$ cat config.mk
export PLATFORM = sky130hd
export DESIGN_NAME = address_event_packetizer_core
export DESIGN_NICKNAME = d
export VERILOG_FILES = /design/src/design/aep_pkg.sv /design/src/design/address_event_packetizer_core.sv /design/src/design/aep_front.sv /design/src/design/aep_queue.sv /design/src/design/aep_back.sv
export SDC_FILE = /design/constraint.sdc
export NUM_CORES = 1
export LEC_CHECK = 0
export ABC_AREA = 1
export BUFFER_PORTS_ARGS = -buffer_cell sky130_fd_sc_hd__buf_4
export CAP_MARGIN = 20
export CORE_MARGIN = 4
export CORE_UTILIZATION = 55
export CTS_CLUSTER_DIAMETER = 150
export DETAILED_ROUTE_END_ITERATION = 10
export PLACE_DENSITY = 0.77
export SETUP_SLACK_MARGIN = 0.4
export SLEW_MARGIN = 40
export SYNTH_ARGS = -nofsm -noshare
export SYNTH_HDL_FRONTEND = slang
export SYNTH_HIERARCHICAL = 1
export SYNTH_SLANG_ARGS = --single-unit
export TNS_END_PERCENT = 50
$ cat constraint.sdc
create_clock -name clk -period 6.2 [get_ports clk]
set_input_delay 0.31 -clock clk [delete_from_list [all_inputs] [get_ports clk]]
set_output_delay 0.31 -clock clk [all_outputs]
set_load 0.05 [all_outputs]
$ cat src/design/aep_pkg.sv
// shared types and constants for the address event packetizer
// used by aep_front, aep_queue, aep_back and address_event_packetizer_core
`default_nettype none

package aep_pkg;

	localparam int unsigned OPCODE_W    = 2;
	localparam int unsigned RECORD_W    = 32;
	localparam int unsigned BYTE_W      = 8;
	localparam int unsigned BEAT_W      = 2;
	localparam int unsigned IN_DATA_W   = 32;
	localparam int unsigned IN_USER_W   = 2;
	localparam int unsigned OUT_USER_W  = 2;

	localparam logic [BYTE_W-1:0] WRAP_MARK = 8'hFF;
	localparam logic [BEAT_W-1:0] LAST_BEAT = 2'd3;

	typedef enum logic [OPCODE_W-1:0] {
		OP_EVENT = 2'd0,
		OP_WRAP  = 2'd1,
		OP_IDLE  = 2'd2,
		OP_CLEAR = 2'd3
	} opcode_t;

	typedef enum logic [1:0] {
		CMD_RECORD = 2'd0,
		CMD_IDLE   = 2'd1,
		CMD_CLEAR  = 2'd2
	} cmd_kind_t;

	// record bytes in send order, first byte in the lowest bits
	typedef struct packed {
		cmd_kind_t           kind;
		logic [RECORD_W-1:0] record;
	} cmd_t;

endpackage

`default_nettype wire

$ cat src/design/address_event_packetizer_core.sv
// Address event packetizer: turns event, timestamp wrap, idle tick and clear
// items into the byte stream of a packet FIFO, with packet commits every
// PACKET_BYTES bytes and on idle ticks with a partly filled packet. An event or
// wrap item leaves as four bytes, one per cycle unless m_tready stalls, through
// the single output byte register; idle ticks and clears go through the queue
// to the byte sequencer, and items dropped while acquisition is disabled are
// never queued. A queue of QUEUE_DEPTH commands lets the input side run ahead
// of the byte sequencer, so input transfers continue while bytes drain. No
// clearing pass is needed after reset. Write cfg_wr_en only while idle.
// depends on aep_pkg, aep_front, aep_queue, aep_back
`default_nettype none

module address_event_packetizer_core #(
	parameter int unsigned PACKET_BYTES = 64,
	parameter int unsigned QUEUE_DEPTH  = 4
) (
	input  wire logic                          clk,
	input  wire logic                          arst_n,
	input  wire logic                          cfg_wr_en,
	input  wire logic                          cfg_wr_data,   // acquisition_enabled
	input  wire logic                          s_tvalid,
	output logic                               s_tready,
	input  wire logic [aep_pkg::IN_DATA_W-1:0] s_tdata,       // event_address, event_timestamp
	input  wire logic [aep_pkg::IN_USER_W-1:0] s_tuser,       // opcode
	output logic                               m_tvalid,
	input  wire logic                          m_tready,
	output logic [aep_pkg::BYTE_W-1:0]         m_tdata,       // out_byte
	output logic [aep_pkg::OUT_USER_W-1:0]     m_tuser,       // byte_valid, packet_commit
	output logic                               m_tlast
);
	import aep_pkg::*;

	logic q_full;
	logic q_push;
	cmd_t q_cmd;
	logic q_pop;
	cmd_t q_head;
	logic q_empty;

	aep_front u_front (
		.clk         (clk),
		.arst_n      (arst_n),
		.cfg_wr_en   (cfg_wr_en),
		.cfg_wr_data (cfg_wr_data),
		.s_tvalid    (s_tvalid),
		.s_tready    (s_tready),
		.s_tdata     (s_tdata),
		.s_tuser     (s_tuser),
		.q_full      (q_full),
		.q_push      (q_push),
		.q_cmd       (q_cmd)
	);

	aep_queue #(
		.DEPTH (QUEUE_DEPTH)
	) u_queue (
		.clk      (clk),
		.arst_n   (arst_n),
		.push     (q_push),
		.push_cmd (q_cmd),
		.full     (q_full),
		.pop      (q_pop),
		.head     (q_head),
		.empty    (q_empty)
	);

	aep_back #(
		.PACKET_BYTES (PACKET_BYTES)
	) u_back (
		.clk      (clk),
		.arst_n   (arst_n),
		.head     (q_head),
		.empty    (q_empty),
		.pop      (q_pop),
		.m_tvalid (m_tvalid),
		.m_tready (m_tready),
		.m_tdata  (m_tdata),
		.m_tuser  (m_tuser),
		.m_tlast  (m_tlast)
	);

endmodule

`default_nettype wire

$ cat src/design/aep_front.sv
// front end: input transfer, acquisition enable register, item classification
// depends on aep_pkg
`default_nettype none

module aep_front (
	input  wire logic                          clk,
	input  wire logic                          arst_n,
	input  wire logic                          cfg_wr_en,
	input  wire logic                          cfg_wr_data,
	input  wire logic                          s_tvalid,
	output logic                               s_tready,
	input  wire logic [aep_pkg::IN_DATA_W-1:0] s_tdata,
	input  wire logic [aep_pkg::IN_USER_W-1:0] s_tuser,
	input  wire logic                          q_full,
	output logic                               q_push,
	output aep_pkg::cmd_t                      q_cmd
);
	import aep_pkg::*;

	logic    acq_en_q;
	opcode_t opcode;
	logic    accept;

	always_ff @(posedge clk or negedge arst_n) begin
		if (!arst_n) begin
			acq_en_q <= 1'b0;
		end else if (cfg_wr_en) begin
			acq_en_q <= cfg_wr_data;
		end
	end

	assign opcode   = opcode_t'(s_tuser);
	assign s_tready = !q_full;
	assign accept   = s_tvalid && s_tready;
	assign q_push   = accept && (opcode == OP_CLEAR || acq_en_q);

	always_comb begin
		q_cmd.record = {s_tdata[23:16], s_tdata[31:24], s_tdata[15:8], s_tdata[7:0]};
		unique case (opcode)
			OP_EVENT: begin
				q_cmd.kind = CMD_RECORD;
			end
			OP_WRAP: begin
				q_cmd.kind   = CMD_RECORD;
				q_cmd.record = {{(2*BYTE_W){1'b0}}, WRAP_MARK, WRAP_MARK};
			end
			OP_IDLE: begin
				q_cmd.kind = CMD_IDLE;
			end
			OP_CLEAR: begin
				q_cmd.kind = CMD_CLEAR;
			end
			default: begin
				q_cmd.kind = CMD_CLEAR;
			end
		endcase
	end

endmodule

`default_nettype wire

$ cat src/design/aep_queue.sv
// command queue between front and back end
// depends on aep_pkg
`default_nettype none

module aep_queue #(
	parameter int unsigned DEPTH = 4
) (
	input  wire logic          clk,
	input  wire logic          arst_n,
	input  wire logic          push,
	input  wire aep_pkg::cmd_t push_cmd,
	output logic               full,
	input  wire logic          pop,
	output aep_pkg::cmd_t      head,
	output logic               empty
);
	import aep_pkg::*;

	localparam int unsigned PtrW = (DEPTH > 1) ? $clog2(DEPTH) : 1;
	localparam int unsigned CntW = $clog2(DEPTH + 1);
	localparam logic [PtrW-1:0] LastPtr = PtrW'(DEPTH - 1);
	localparam logic [CntW-1:0] FullCnt = CntW'(DEPTH);

	cmd_t            entry_q [DEPTH];
	logic [PtrW-1:0] wr_ptr_q;
	logic [PtrW-1:0] rd_ptr_q;
	logic [CntW-1:0] count_q;
	logic            do_push;
	logic            do_pop;

	assign full    = (count_q == FullCnt);
	assign empty   = (count_q == '0);
	assign do_push = push && !full;
	assign do_pop  = pop && !empty;
	assign head    = entry_q[rd_ptr_q];

	always_ff @(posedge clk) begin
		if (do_push) begin
			entry_q[wr_ptr_q] <= push_cmd;
		end
	end

	always_ff @(posedge clk or negedge arst_n) begin
		if (!arst_n) begin
			wr_ptr_q <= '0;
			rd_ptr_q <= '0;
			count_q  <= '0;
		end else begin
			if (do_push) begin
				wr_ptr_q <= (wr_ptr_q == LastPtr) ? '0 : wr_ptr_q + 1'b1;
			end
			if (do_pop) begin
				rd_ptr_q <= (rd_ptr_q == LastPtr) ? '0 : rd_ptr_q + 1'b1;
			end
			if (do_push && !do_pop) begin
				count_q <= count_q + 1'b1;
			end else if (do_pop && !do_push) begin
				count_q <= count_q - 1'b1;
			end
		end
	end

endmodule

`default_nettype wire

$ cat src/design/aep_back.sv
// back end: byte sequencing, packet byte count, output register
// depends on aep_pkg
`default_nettype none

module aep_back #(
	parameter int unsigned PACKET_BYTES = 64
) (
	input  wire logic                           clk,
	input  wire logic                           arst_n,
	input  wire aep_pkg::cmd_t                  head,
	input  wire logic                           empty,
	output logic                                pop,
	output logic                                m_tvalid,
	input  wire logic                           m_tready,
	output logic [aep_pkg::BYTE_W-1:0]          m_tdata,
	output logic [aep_pkg::OUT_USER_W-1:0]      m_tuser,
	output logic                                m_tlast
);
	import aep_pkg::*;

	localparam int unsigned CountW = $clog2(PACKET_BYTES);
	localparam logic [CountW-1:0] LastCount = CountW'(PACKET_BYTES - 1);

	logic [CountW-1:0] count_q;
	logic [BEAT_W-1:0] beat_q;
	logic              out_valid_q;
	logic [BYTE_W-1:0] out_byte_q;
	logic              out_bvalid_q;
	logic              out_commit_q;
	logic              out_last_q;

	logic              out_free;
	logic              load;
	logic              load_byte;
	logic              wrap_count;
	logic              zero_count;
	logic [BYTE_W-1:0] sel_byte;

	assign out_free   = !out_valid_q || m_tready;
	assign wrap_count = (count_q == LastCount);
	assign sel_byte   = head.record[beat_q*BYTE_W +: BYTE_W];

	always_comb begin
		pop        = 1'b0;
		load       = 1'b0;
		load_byte  = 1'b0;
		zero_count = 1'b0;
		if (!empty) begin
			unique case (head.kind)
				CMD_RECORD: begin
					if (out_free) begin
						load      = 1'b1;
						load_byte = 1'b1;
						pop       = (beat_q == LAST_BEAT);
					end
				end
				CMD_IDLE: begin
					if (count_q == '0) begin
						pop = 1'b1;
					end else if (out_free) begin
						load       = 1'b1;
						pop        = 1'b1;
						zero_count = 1'b1;
					end
				end
				CMD_CLEAR: begin
					pop        = 1'b1;
					zero_count = 1'b1;
				end
				default: begin
					pop = 1'b1;
				end
			endcase
		end
	end

	always_ff @(posedge clk or negedge arst_n) begin
		if (!arst_n) begin
			count_q     <= '0;
			beat_q      <= '0;
			out_valid_q <= 1'b0;
		end else begin
			if (load) begin
				out_valid_q <= 1'b1;
			end else if (m_tready) begin
				out_valid_q <= 1'b0;
			end
			if (load_byte) begin
				beat_q  <= beat_q + 1'b1;
				count_q <= wrap_count ? '0 : count_q + 1'b1;
			end else if (zero_count) begin
				count_q <= '0;
			end
		end
	end

	// payload, no reset
	always_ff @(posedge clk) begin
		if (load) begin
			out_byte_q   <= load_byte ? sel_byte : '0;
			out_bvalid_q <= load_byte;
			out_commit_q <= load_byte ? wrap_count : 1'b1;
			out_last_q   <= load_byte ? (beat_q == LAST_BEAT) : 1'b1;
		end
	end

	assign m_tvalid = out_valid_q;
	assign m_tdata  = out_byte_q;
	assign m_tuser  = {out_commit_q, out_bvalid_q};
	assign m_tlast  = out_last_q;

endmodule

`default_nettype wire

# After elaboration in Yosys (flattened, before gate mapping)
# Memory sizes are Yosys's and may differ from the RTL's.
# Cells that the tools add are included.
[op_classes]
addsub = 6
mul = 0
div_mod_pow = 0
n_lt_le_gt_ge = 0
eq_ne = 10
shifts = 1
n_mux = 25
bitwise_logic = 0
n_reduce_logical = 21
[op_table]
columns = ["operator", "count"]
rows = [
  ["2-to-1 mux 32 bit", 1],
  ["indexed part select 32 x 6 -> 8 bit", 1],
  ["2-to-1 mux 6 bit", 3],
  ["2-to-1 mux 1 bit", 13],
  ["equality test 2 bit (second input constant)", 6],
  ["adder 2 x 1 -> 2 bit (second input constant)", 3],
  ["adder 6 x 1 -> 6 bit (second input constant)", 1],
  ["equality test 6 bit (second input constant)", 1],
  ["logical AND 1 bit", 6],
  ["zero test 6 bit", 1],
  ["2-to-1 mux 3 bit", 2],
  ["case mux 1 bit (2 select lines)", 3],
  ["case mux 2 bit (3 select lines)", 1],
  ["nonzero test 2 bit", 3],
  ["zero test 1 bit", 5],
  ["equality test 2 x 1 -> 1 bit (second input constant)", 2],
  ["zero test 2 bit", 2],
  ["2-to-1 mux 2 bit", 2],
  ["adder 3 x 1 -> 3 bit (second input constant)", 1],
  ["equality test 3 bit (second input constant)", 1],
  ["zero test 3 bit", 1],
  ["subtractor 3 x 1 -> 3 bit (second input constant)", 1],
  ["logical OR 1 bit", 2],
  ["OR reduction 2 bit", 1],
]
[word_totals]
register_bits = 28
latch_bits = 0
ram_bits = 136
mem_bits_ro = 0
in_bits = 40
output_inout_bits = 13
elab_cells = 75
n_memories = 1
[memory_table]
columns = ["name", "words", "width", "rd", "rd_clocked_by_memory_dff", "write_ports", "line_no", "rtl"]
rows = [
  ["u_queue.entry_q", 4, 34, 1, 0, 1, "aep_queue.sv:24", "cmd_t entry_q [DEPTH];"],
]

# Depth between registers and ports, before layout
[logic_depth]
ltp_word = 10
depth_mapped = 20
ltp_nobuf = 19

# Cells and area by module
# Netlist, hierarchy kept.
[by_module_without_submodules]
columns = ["mod", "n_inst", "cells_per_inst", "area_per_inst_um2", "seq_area_each_um2"]
rows = [
  ["aep_queue", 1, 457, 5815.6, 4259.1],
  ["aep_back", 1, 159, 1241.2, 555.5],
  ["aep_front", 1, 79, 346.6, 25.0],
]

# Least setup slack after synthesis
# OpenSTA, ideal clock, no wires.
[synth_path]
path_type = "reg2reg"
start = "reg u_queue.count_q[0]"
end = "mem u_queue/entry_q[0][0] (netlist bit) (enable)"
setup_time_ns = 0.425
t_arrival_ns = 2.835
required_ns = 5.775
path_slack_ns = 2.940
stages_incl_launch_ff = 9
n_path_buf = 0
period_less_slack_ns = 3.260
cell_sequence = "dfrtp_1 -> inv_1 -> nand3_1 -> inv_1 -> inv_1 -> nand2_1 -> a21oi_1 -> nand2_1 -> nor2_1"
[synth_via]
elab_chain_cells = 7
[synth_lines]
columns = ["element", "line_no", "rtl"]
rows = [
  ["start: declaration", "aep_queue.sv:27", "logic [CntW-1:0] count_q;"],
  ["start signal: assignment", "aep_queue.sv:56", "count_q <= count_q + 1'b1;"],
  ["start signal: assignment", "aep_queue.sv:58", "count_q <= count_q - 1'b1;"],
  ["equality test 3 bit", "aep_queue.sv:31", "assign full = (count_q == FullCnt);"],
  ["named net q_full", "address_event_packetizer_core.sv:33", "logic q_full;"],
  ["zero test 1 bit", "aep_front.sv:33", "assign s_tready = !q_full;"],
  ["named net s_tready", "address_event_packetizer_core.sv:22", "output logic s_tready,"],
  ["logical AND 1 bit", "aep_front.sv:34", "assign accept = s_tvalid && s_tready;"],
  ["logical AND 1 bit", "aep_front.sv:35", "assign q_push = accept && (opcode == OP_CLEAR || acq_en_q);"],
  ["named net q_push", "address_event_packetizer_core.sv:34", "logic q_push;"],
  ["logical AND 1 bit", "aep_queue.sv:33", "assign do_push = push && !full;"],
  ["2-to-1 mux 1 bit", "aep_queue.sv:38", "if (do_push) begin"],
  ["2-to-1 mux 1 bit (implied by the code)", "aep_queue.sv:39", "entry_q[wr_ptr_q] <= push_cmd;"],
  ["end: declaration", "aep_queue.sv:24", ""],
]
# The timed path passes the listed nets, and every way through them passes these cells.

==> out/metrics.cfg <==
[route]
via_per_inst = 5.20
drt_first_iter_violations = 444
detail_route.drc_violations = 0
post_drt_wl_per_cell_um = 15.0
wl_um = 14000
via_count = 4840
final_antenna_net_count = 0
drt_pass1_iterations = 5

[clocking]
tritoncts.num_buffers = 17
clkSlewWorstSetupHoldPaths_ns = 0.06
worstSkewPairLatency_ns = 0.42
cts.root.buffer_cell = sky130_fd_sc_hd__clkbuf_16
tritoncts = yes
clock_sink_count = 164
cts_repair_resize_count = 0
cts.htree.levels = 4
cts_buffer_depth = 2

[worst_hold_path]
worstHoldPathType = in -> reg

[die]
die_area_um2 = 15400
initial_core_util_pct = 56.1
dieHeight_um = 124
fp.coreArea_um2 = 13200
ios = 53
die_w_um = 124
std_cell_rows = 42

[critical_path]
critical_path.max_stage_delay_ns = 0.84
worst_path_max_delay_cell = sky130_fd_sc_hd__dfrtp_4
worst-endpoint-required_ns = 6.51
worstPathCellList = buf_4 -> o211ai_1 -> nand2_1 -> inv_1 -> ha_1 -> inv_1 -> nor2_1 -> nor2_1 -> a31oi_1 -> nand2_1 -> ha_1 -> inv_1 -> fa_1 -> nand2_1 -> nand3_1 -> nand2_1 -> nand2_1
setup_crit_start_kind = register
worstPathBufferInverterCount = 4
path_delay_family = buffers and inverters
largest_fanout_on_the_critical_path = 70
criticalPathCategory = reg -> reg
cp.arrival_ns = 3.95
worst_path_most_repeated_cell = sky130_fd_sc_hd__nand2_1
crit_path_end_kind = register

[synthesis]
synth.area.top_cells = sky130_fd_sc_hd__edfxtp_1 (60%), sky130_fd_sc_hd__nand2_1 (7.8%), sky130_fd_sc_hd__o211ai_1 (6.9%)
yosys.cell_types.count = 29
seq_area_frac_synth_pct = 65.4
synth.top_cell.area_share_pct = 59.6
number_of_nets_in_the_synthesized_netlist = 748
synthesis.instances = 695
synth.avg_cell_area_um2 = 10.7
synth_top_cell_by_area = sky130_fd_sc_hd__edfxtp_1
synthesized_flop_and_latch_total = 164
ys.warnings.count = 6
synthesis.area_um2 = 7400

[timing]
finalClockSkew_ns = 0.00757
setup_violations = 0
maxSlewHeadroom_pct = 55.9
drv_slew = 0
hold_violations = 0
tightestPinTransition_ns = 0.660
layout_worst_path_cycle_share_pct = 58.8
setup_repair_after_global_routing_missed_its_margin = no
fin_ws_ns = 2.55
tns_ns = 0
max_freq_ghz = 0.274
layout_min_cycle_time_ns = 3.65

[layout]
fin_area_um2 = 8470
post_route_cells_drive_above_1_share_pct = 14.1
finalNonFillerCells = 930
fill_cells = 952
footprint_of_the_flip_flops_and_latches_um2 = 4840
syn_to_final_growth_pct = 14.4
num-nets-final = 794
antenna-diode-count = 0
multi_input_area_um2 = 1860

[placement]
routabilityCongestion = 0.862
post_dp_cell_area_um2 = 7880
port-buffer-count = 52
detailed_place_hpwl_um = 8730
dp.cells = 897
placement.setup.worst_slack_ns = 2.62

[power_and_ir_drop]
power.ir.vdd_worst_v = 0.000271
power.leakage_nw = 3.62
total_power_mw = 3.98
power_per_cell_area_nw_per_um2 = 470

[global_routing]
global_route_wire_length_before_repair_um = 22400
grt_overflow = 0
grt_start_max_net_pins = 71
groute.usage.overall_pct = 19.6
grt_pass1_vias = 4589
number_of_antenna_violations_at_the_first_check_in_global_routing = 0

[job]
max_cap_viol_count = 0

[status]
status = completed

## layout make-up
cell class | count | share of cell area (%)
sequential | 164 | 57.2
clock inverter | 9 | 1.23
tap | 176 | 2.60
clock buffer | 23 | 5.64
timing repair buffer | 59 | 5.26
multi-input combinational | 362 | 22.0
inverter | 137 | 6.10
## report_power, final
group	internal (mW)	leakage [nW]	switching [mW]
registers	1.44	1.55	0.158
logic	0.433	1.78	0.939
clock network	0.622	0.283	0.390
## worst register-to-register path: stages, from the launching register on
cell                       delay [ns]
sky130_fd_sc_hd__dfrtp_4         0.84
sky130_fd_sc_hd__buf_4           0.65
sky130_fd_sc_hd__o211ai_1        0.19
sky130_fd_sc_hd__nand2_1         0.12
sky130_fd_sc_hd__inv_1           0.06
sky130_fd_sc_hd__ha_1            0.21
sky130_fd_sc_hd__inv_1           0.08
sky130_fd_sc_hd__nor2_1          0.07
sky130_fd_sc_hd__nor2_1          0.10
sky130_fd_sc_hd__a31oi_1         0.13
sky130_fd_sc_hd__nand2_1         0.13
sky130_fd_sc_hd__ha_1            0.17
sky130_fd_sc_hd__inv_1           0.07
sky130_fd_sc_hd__fa_1            0.40
sky130_fd_sc_hd__nand2_1         0.12
sky130_fd_sc_hd__nand3_1         0.09
sky130_fd_sc_hd__nand2_1         0.08
sky130_fd_sc_hd__nand2_1         0.05
## synthesized netlist by cell type (all sizes together)
| library cell | number |
|---|---|
| nand2 | 156 |
| edfxtp | 147 |
| inv | 137 |
| o211ai | 68 |
| nor2 | 66 |
| buf | 31 |
| nand3 | 21 |
| o21ai | 20 |
| dfrtp | 17 |
| ha | 12 |
| a21oi | 10 |
| nand4 | 2 |
| or2 | 2 |
| a31oi | 1 |
| clkbuf | 1 |
| fa | 1 |
| nand3b | 1 |
| xnor2 | 1 |
| xor2 | 1 |
## layout by cell type (no fill, tap or decap), drive strengths merged, types with 2 or more instances in the layout
master    Yosys  layout
a21oi        10      10
buf          31      58
bufinv        0       2
clkbuf        1      23
clkinv        0       5
clkinvlp      0       2
dfrtp        17      17
edfxtp      147     147
ha           12      12
inv         137     137
nand2       156     156
nand3        21      21
nand4         2       2
nor2         66      66
o211ai       68      68
o21ai        20      20
or2           2       2
## metrics by stage
stage	hold slack (ns)	util [%]
after detailed placement	0.202	59.7
after floorplan	0.0144	-
final	0.0954	64.2
after global routing	0.106	64.2
after CTS	0.0746	64.2
after global placement	0.194	59.7
## final timing paths
| check | startpoint | endpoint | slack, ns | cells after the start |
|---|---|---|---|---|
| worst min-delay path | cfg_wr_en | u_front/acq_en_q | 0.1 | 2 |
| worst max-delay path | u_queue/rd_ptr_q[0] | u_queue/count_q[2] | 2.55 | 17 |
| min in group asynchronous | arst_n | u_back/count_q[0] | 0.30 | 2 |
| worst max register to register | u_queue/rd_ptr_q[0] | u_queue/count_q[2] | 2.55 | 17 |
| max in group asynchronous | arst_n | u_queue/rd_ptr_q[0] | 5.68 | 2 |
| worst min register to register | u_front/acq_en_q | u_front/acq_en_q | 0.54 | 2 |
## cell families (layout without fill, tap and decap cells)
| logic type | count (synthesis) | count (layout) | share of synthesized area, % |
|---|---|---|---|
| AO/OA/AOI/OAI | 99 | 99 | 9.01 |
| AND/OR/NAND/NOR | 248 | 248 | 13.5 |
| buffers and inverters | 169 | 228 | 9.63 |
| XOR/XNOR | 2 | 2 | 0.237 |
| flip-flops | 164 | 164 | 65.4 |
| adder cells (fa/ha/maj) | 13 | 13 | 2.30 |
## registers in the layout, summed over array words and instances, names as in the netlist
register	cells
u_queue/entry_q	136
u_front/acq_en_q	1
u_back/m_tdata	8
u_back/beat_q	2
u_back/out_bvalid_q	1
u_queue/wr_ptr_q	2
u_back/count_q	6
u_back/m_tvalid	1
u_back/out_commit_q	1
u_queue/count_q	3
u_queue/rd_ptr_q	2
u_back/m_tlast	1
## what timing repair did
action / CTS / global route
buffers inserted: 0 / 0
hold buffers: 1 / 0
hold endpoints to repair: 17 / 0
## per-layer routing
layer	GRT usage, %	wire length (µm)	vias to the layer above
met2	33.8	7080	143
met5	0	0	-
met4	8.21	321	0
met1	23.9	5790	2287
met3	4.13	765	29
li1	-	-	2381
No activity file was read; power rests on OpenSTA's default activity.
